<file path="src/rtl/core/evs_pkg.sv">
// Shared types and widths for the eddy viscosity pipeline.
// No dependencies; imported by every module of the block.
`default_nettype none

package evs_pkg;

   localparam int DIFF_W  = 32;             // velocity difference, signed Q16.16
   localparam int INV_W   = 32;             // inverse spacing, Q16.16
   localparam int COEF_W  = 40;             // model coefficient, Q8.32
   localparam int VISC_W  = 32;             // molecular viscosity, Q16.16
   localparam int DENS_W  = 32;             // density, Q16.16
   localparam int TOTAL_W = 48;             // result, Q32.16
   localparam int N_DIFF  = 9;
   localparam int N_TERM  = 6;              // three normal and three cross terms
   localparam int FRAC_W  = 16;

   localparam int RPROD_W = DIFF_W + INV_W - 1;     // |diff| * inv, top bit always zero
   localparam int RATE_W  = RPROD_W - FRAC_W;       // strain-rate magnitude
   localparam int TMAG_W  = RATE_W + 2;             // magnitude of a cross sum
   localparam int HI_W    = TMAG_W - 32;            // upper slice for partial products
   localparam int SQ_W    = 2 * TMAG_W;
   localparam int ACC_W   = SQ_W + 2;
   localparam int RAD_W   = ACC_W - 2;              // radicand of the square root
   localparam int ROOT_W  = RAD_W / 2;
   localparam int REM_W   = ROOT_W + 2;
   localparam int PC_W    = ROOT_W + COEF_W;        // |S| * coefficient
   localparam int PROD_W  = PC_W + DENS_W;          // times density
   localparam int CELL_W  = N_DIFF * DIFF_W + DENS_W;

   // First member sits in the highest bits, so du_x lands at the bottom of tdata.
   typedef struct packed {
      logic [DENS_W-1:0] cell_density;
      logic [DIFF_W-1:0] dw_y;
      logic [DIFF_W-1:0] dw_x;
      logic [DIFF_W-1:0] dv_z;
      logic [DIFF_W-1:0] dv_x;
      logic [DIFF_W-1:0] du_z;
      logic [DIFF_W-1:0] du_y;
      logic [DIFF_W-1:0] dw_z;
      logic [DIFF_W-1:0] dv_y;
      logic [DIFF_W-1:0] du_x;
   } cell_type;

   typedef struct packed {
      logic [INV_W-1:0]  inv_x;
      logic [INV_W-1:0]  inv_y;
      logic [INV_W-1:0]  inv_z;
      logic [COEF_W-1:0] coef_sq;
      logic [VISC_W-1:0] visc;
   } cfg_type;

   typedef struct packed {
      logic              valid;
      logic [RAD_W-1:0]  rad;
      logic [DENS_W-1:0] dens;
   } rad_item_type;

   typedef struct packed {
      logic              valid;
      logic [ROOT_W-1:0] root;
      logic [DENS_W-1:0] dens;
   } root_item_type;

   typedef struct packed {
      logic               valid;
      logic [TOTAL_W-1:0] total;
      logic               sat;
   } result_type;

endpackage

`default_nettype wire

</file>
<file path="src/rtl/core/evs_out_buf.sv">
// Output register with a one-entry skid stage; drives the pipeline enable.
// Depends on evs_pkg.
`default_nettype none

module evs_out_buf
   import evs_pkg::*;
(
   input  wire logic          clock,
   input  wire logic          reset,
   input  wire result_type    tail,
   input  wire logic          out_ready,
   output logic               en,
   output logic               out_valid,
   output logic [TOTAL_W-1:0] out_total,
   output logic               out_sat
);

   logic               out_valid_ff, out_valid_in;
   logic               skid_full_ff, skid_full_in;
   logic               load_out, load_skid, move_skid;
   logic [TOTAL_W-1:0] out_total_ff, skid_total_ff;
   logic               out_sat_ff, skid_sat_ff;
   logic               take;
   logic               push;

   assign en   = !skid_full_ff;
   assign take = out_valid_ff && out_ready;
   assign push = en && tail.valid;

   always_comb begin
      out_valid_in = out_valid_ff;
      skid_full_in = skid_full_ff;
      load_out     = 1'b0;
      load_skid    = 1'b0;
      move_skid    = 1'b0;
      if (skid_full_ff) begin
         if (take) begin
            move_skid    = 1'b1;
            skid_full_in = 1'b0;
         end
      end else if (push) begin
         if (!out_valid_ff || take) begin
            load_out     = 1'b1;
            out_valid_in = 1'b1;
         end else begin
            // hold the waiting result, park the new one
            load_skid    = 1'b1;
            skid_full_in = 1'b1;
         end
      end else if (take) begin
         out_valid_in = 1'b0;
      end
   end

   always_ff @(posedge clock) begin
      if (reset) begin
         out_valid_ff <= 1'b0;
         skid_full_ff <= 1'b0;
      end else begin
         out_valid_ff <= out_valid_in;
         skid_full_ff <= skid_full_in;
      end
   end

   always_ff @(posedge clock) begin
      if (load_out) begin
         out_total_ff <= tail.total;
         out_sat_ff   <= tail.sat;
      end else if (move_skid) begin
         out_total_ff <= skid_total_ff;
         out_sat_ff   <= skid_sat_ff;
      end
      if (load_skid) begin
         skid_total_ff <= tail.total;
         skid_sat_ff   <= tail.sat;
      end
   end

   assign out_valid = out_valid_ff;
   assign out_total = out_total_ff;
   assign out_sat   = out_sat_ff;

endmodule

`default_nettype wire

</file>
<file path="config.mk">
export PLATFORM = sky130hd
export DESIGN_NAME = evs_out_buf
export DESIGN_NICKNAME = d
export VERILOG_FILES = /design/src/rtl/core/evs_pkg.sv /design/src/rtl/core/evs_out_buf.sv
export SDC_FILE = /design/constraint.sdc
export NUM_CORES = 1
export LEC_CHECK = 0
export BUFFER_PORTS_ARGS = -buffer_cell sky130_fd_sc_hd__buf_2
export CAP_MARGIN = 15
export CORE_AREA = 2 2 114 89
export CTS_CLUSTER_SIZE = 12
export DETAILED_ROUTE_END_ITERATION = 8
export DIE_AREA = 0 0 116 91
export HOLD_SLACK_MARGIN = 0.1
export PLACE_DENSITY = 0.62
export SETUP_SLACK_MARGIN = 0.4
export SLEW_MARGIN = 10
export SYNTH_ARGS = -nofsm -noshare
export SYNTH_HDL_FRONTEND = slang
export SYNTH_SLANG_ARGS = --single-unit
</file>
<file path="constraint.sdc">
create_clock -name clock -period 4.7 [get_ports clock]
set_clock_uncertainty 0.15 [all_clocks]
set_input_delay 0.47 -clock clock [delete_from_list [all_inputs] [get_ports clock]]
set_output_delay 0.47 -clock clock [all_outputs]
set_load 0.02 [all_outputs]
</file>
==> flow_summary.json <==
{
  "status": "completed",
  "vias": 1874,
  "path_max_fanout": 26,
  "final_cell_mix": "buf_2 (103), edfxtp_1 (98), mux2_2 (39)",
  "cap_violations": 0,
  "clock-sinks": 100,
  "setup_tns_ns": 0,
  "avgRoutedWirePerCell_um": 15.31,
  "cts_hold_buf": 0,
  "worst_path_max_delay_cell": "buf_4",
  "comb_power_share_pct": 9.9,
  "path_class": "flop to flop",
  "numPortBuffers": 103,
  "sequentialPowerShare_pct": 52.5,
  "met2_usage_pct": 19.15,
  "yosys_warnings": 0,
  "numCtsBuffers": 9,
  "start_kind": "flop",
  "ctsResizeCount": 0,
  "post_cts_buffers": 0,
  "syn_area_per_cell_sq_um": 22.15,
  "io_pins": 104,
  "ir_drop_uv": 227.9,
  "drive_above_1_share_pct": 60.99,
  "nFillCells": 827,
  "power.density_mw_per_mm2": 429.3,
  "synthesis.nets": 219,
  "grt_overflow_total": 0,
  "grtUsageMet1_pct": 15.43,
  "grt.total_usage_pct": 12.74,
  "clk_latency_ns": 0.33,
  "cts_max_path_buffers": 2,
  "hold_viol": 0,
  "path_cells": "nand2b_2, nand3_2, buf_4, mux2_2",
  "first_iter_violations": 63,
  "grt_pass1_vias": 1940,
  "setup_violations": 0,
  "critPathMaxStageDelay_ns": 0.47,
  "hold_class": "input pin to flop",
  "die_area_sq_mm": 0.01056,
  "required_ns": 4.63,
  "relSlewSlack_pct": 53.84,
  "drc_errors": 0,
  "seq_area_frac_synth_pct": 81.12,
  "post-route-period-util_pct": 48.68,
  "hpwl_mm": 4.161,
  "vias_per_cell": 4.527,
  "htree_levels": 3,
  "tightest_slew_ns": 0.6908,
  "top_usage_layer": "met2",
  "p_sw_share_pct": 21.18,
  "cts_tree": "built",
  "path_clk_slew_ns": 0.06,
  "place.gp.congestion": 0.7180,
  "n_antenna_cell": 0,
  "ctsRootBufferMaster": "clkbuf_16",
  "grt_max_degree": 40,
  "synth_cells": 166,
  "p_clk_share_pct": 37.6,
  "p_int_mw": 1.579,
  "coreArea_sq_mm": 0.009387,
  "crit_arrival_ns": 2.22,
  "path_delay_family": "simple AND/OR/NAND/NOR gates",
  "postRouteWirelength_mm": 6.337,
  "crit_buf_inv": 1,
  "final_common_cell": "buf_2",
  "areaGrowthSynthToFinish_pct": 26.91,
  "synth-seq-cells": 100,
  "finalCriticalPeriod_ns": 2.288,
  "p_switching_uw": 424.3,
  "final_nets": 331,
  "grt_pass1_wl_mm": 9.784,
  "drv_slew": 0,
  "grt_antenna_before_repair": 0,
  "start_util_pct": 39.18,
  "die_x_um": 116,
  "worst_hold_slack_ns": 0.1510,
  "syn_area_sq_mm": 0.003677,
  "ant_nets": 0,
  "final_area_sq_mm": 0.004667,
  "rsz0062_at_grt": "false",
  "ys_types": 15,
  "grtUsageMet3_pct": 6.208,
  "end_kind": "flop",
  "max_freq_ghz": 0.4371,
  "dr.pass1.iters": 4,
  "die_h_um": 91,
  "fp-row-count": 31,
  "power_leakage_nw": 1.778,
  "dpl_cell_area_sq_mm": 0.004362
}
-- final cells by class --
class / instances / area [sq um] / share of cell area, %
Tap cell: 132 / 165.2 / 3.539
Sequential cell: 100 / 2983 / 63.91
Clock buffer: 9 / 225.2 / 4.826
Multi-Input combinational cell: 59 / 668.1 / 14.32
Clock inverter: 6 / 80.08 / 1.716
Inverter: 2 / 7.507 / 0.1609
Timing Repair Buffer: 106 / 538.0 / 11.53
-- Yosys cell counts --
cell | count | share of area (%)
nand3_2 | 1 | 0.27
inv_1 | 2 | 0.20
buf_2 | 3 | 0.41
mux2_4 | 10 | 4.1
a211oi_1 | 1 | 0.20
nand2b_2 | 1 | 0.24
nor2_1 | 1 | 0.10
a21oi_1 | 2 | 0.27
edfxtp_1 | 98 | 80
nand2_1 | 2 | 0.20
a21boi_0 | 1 | 0.20
dfxtp_1 | 2 | 1.1
buf_6 | 2 | 0.61
o21ai_0 | 1 | 0.14
mux2_2 | 39 | 12
-- stage by stage --
stage | utilization, % | cells | power (mW) | setup slack [ns]
after floorplan | - | 166 | 1.198 | 1.105
after global placement | 46.47 | 399 | 1.270 | 2.143
after detailed placement | 46.47 | 399 | 1.274 | 2.101
after CTS | 49.72 | 414 | 2.031 | 2.351
after global routing | 49.72 | 414 | 2.078 | 2.265
final | 49.72 | 414 | 2.003 | 2.412
-- logic make-up (layout without fill, tap and decap cells) --
family	count (synthesis)	after routing	share of synthesized area, %
compound gates	5	5	0.8166
mux	49	49	16.03
flops	100	100	81.12
simple gates	5	5	0.8166
buf+inv	7	123	1.225
-- worst paths after layout --
check,slack [ns],cells past startpoint,start,endpoint
max,2.41,4,out_valid$_SDFFE_PP0P_,out_total[3]$_DFFE_PP_
min,0.15,2,reset,out_valid$_SDFFE_PP0P_
max reg2reg,2.41,4,out_valid$_SDFFE_PP0P_,out_total[3]$_DFFE_PP_
min reg2reg,0.39,1,skid_total_ff[4]$_DFFE_PP_,out_total[4]$_DFFE_PP_
-- state kept, by name, indices dropped and copies added (netlist names) --
name	count
out_total	48
skid_total_ff	48
out_sat	1
out_valid	1
skid_full_ff	1
skid_sat_ff	1
-- layer usage --
layer | routed length [um] | vias to the layer above | share of wire, %
li1 | - | 879 | -
met1 | 2796 | 916 | 44
met2 | 2873 | 68 | 45
met3 | 540 | 11 | 8.5
met4 | 126 | 0 | 2.0
met5 | 0 | - | 0
-- power by group through the flow --
stage / logic [mW] / registers (mW) / clock network (mW)
final: 0.199 / 1.05 / 0.753
after global routing: 0.216 / 1.06 / 0.807
after CTS: 0.204 / 1.05 / 0.775
after detailed placement: 0.204 / 1.07 / 0
after global placement: 0.200 / 1.07 / 0
after floorplan: 0.0771 / 1.12 / 0
-- worst register-to-register path: cells and delay by family (launching register included) --
kind                   cells  cell delay, ns
buffers and inverters      1            0.48
muxes                      1            0.41
and+or+nand+nor            2            0.57
DFF                        1            0.42
No activity file was read; power rests on OpenSTA's default activity.
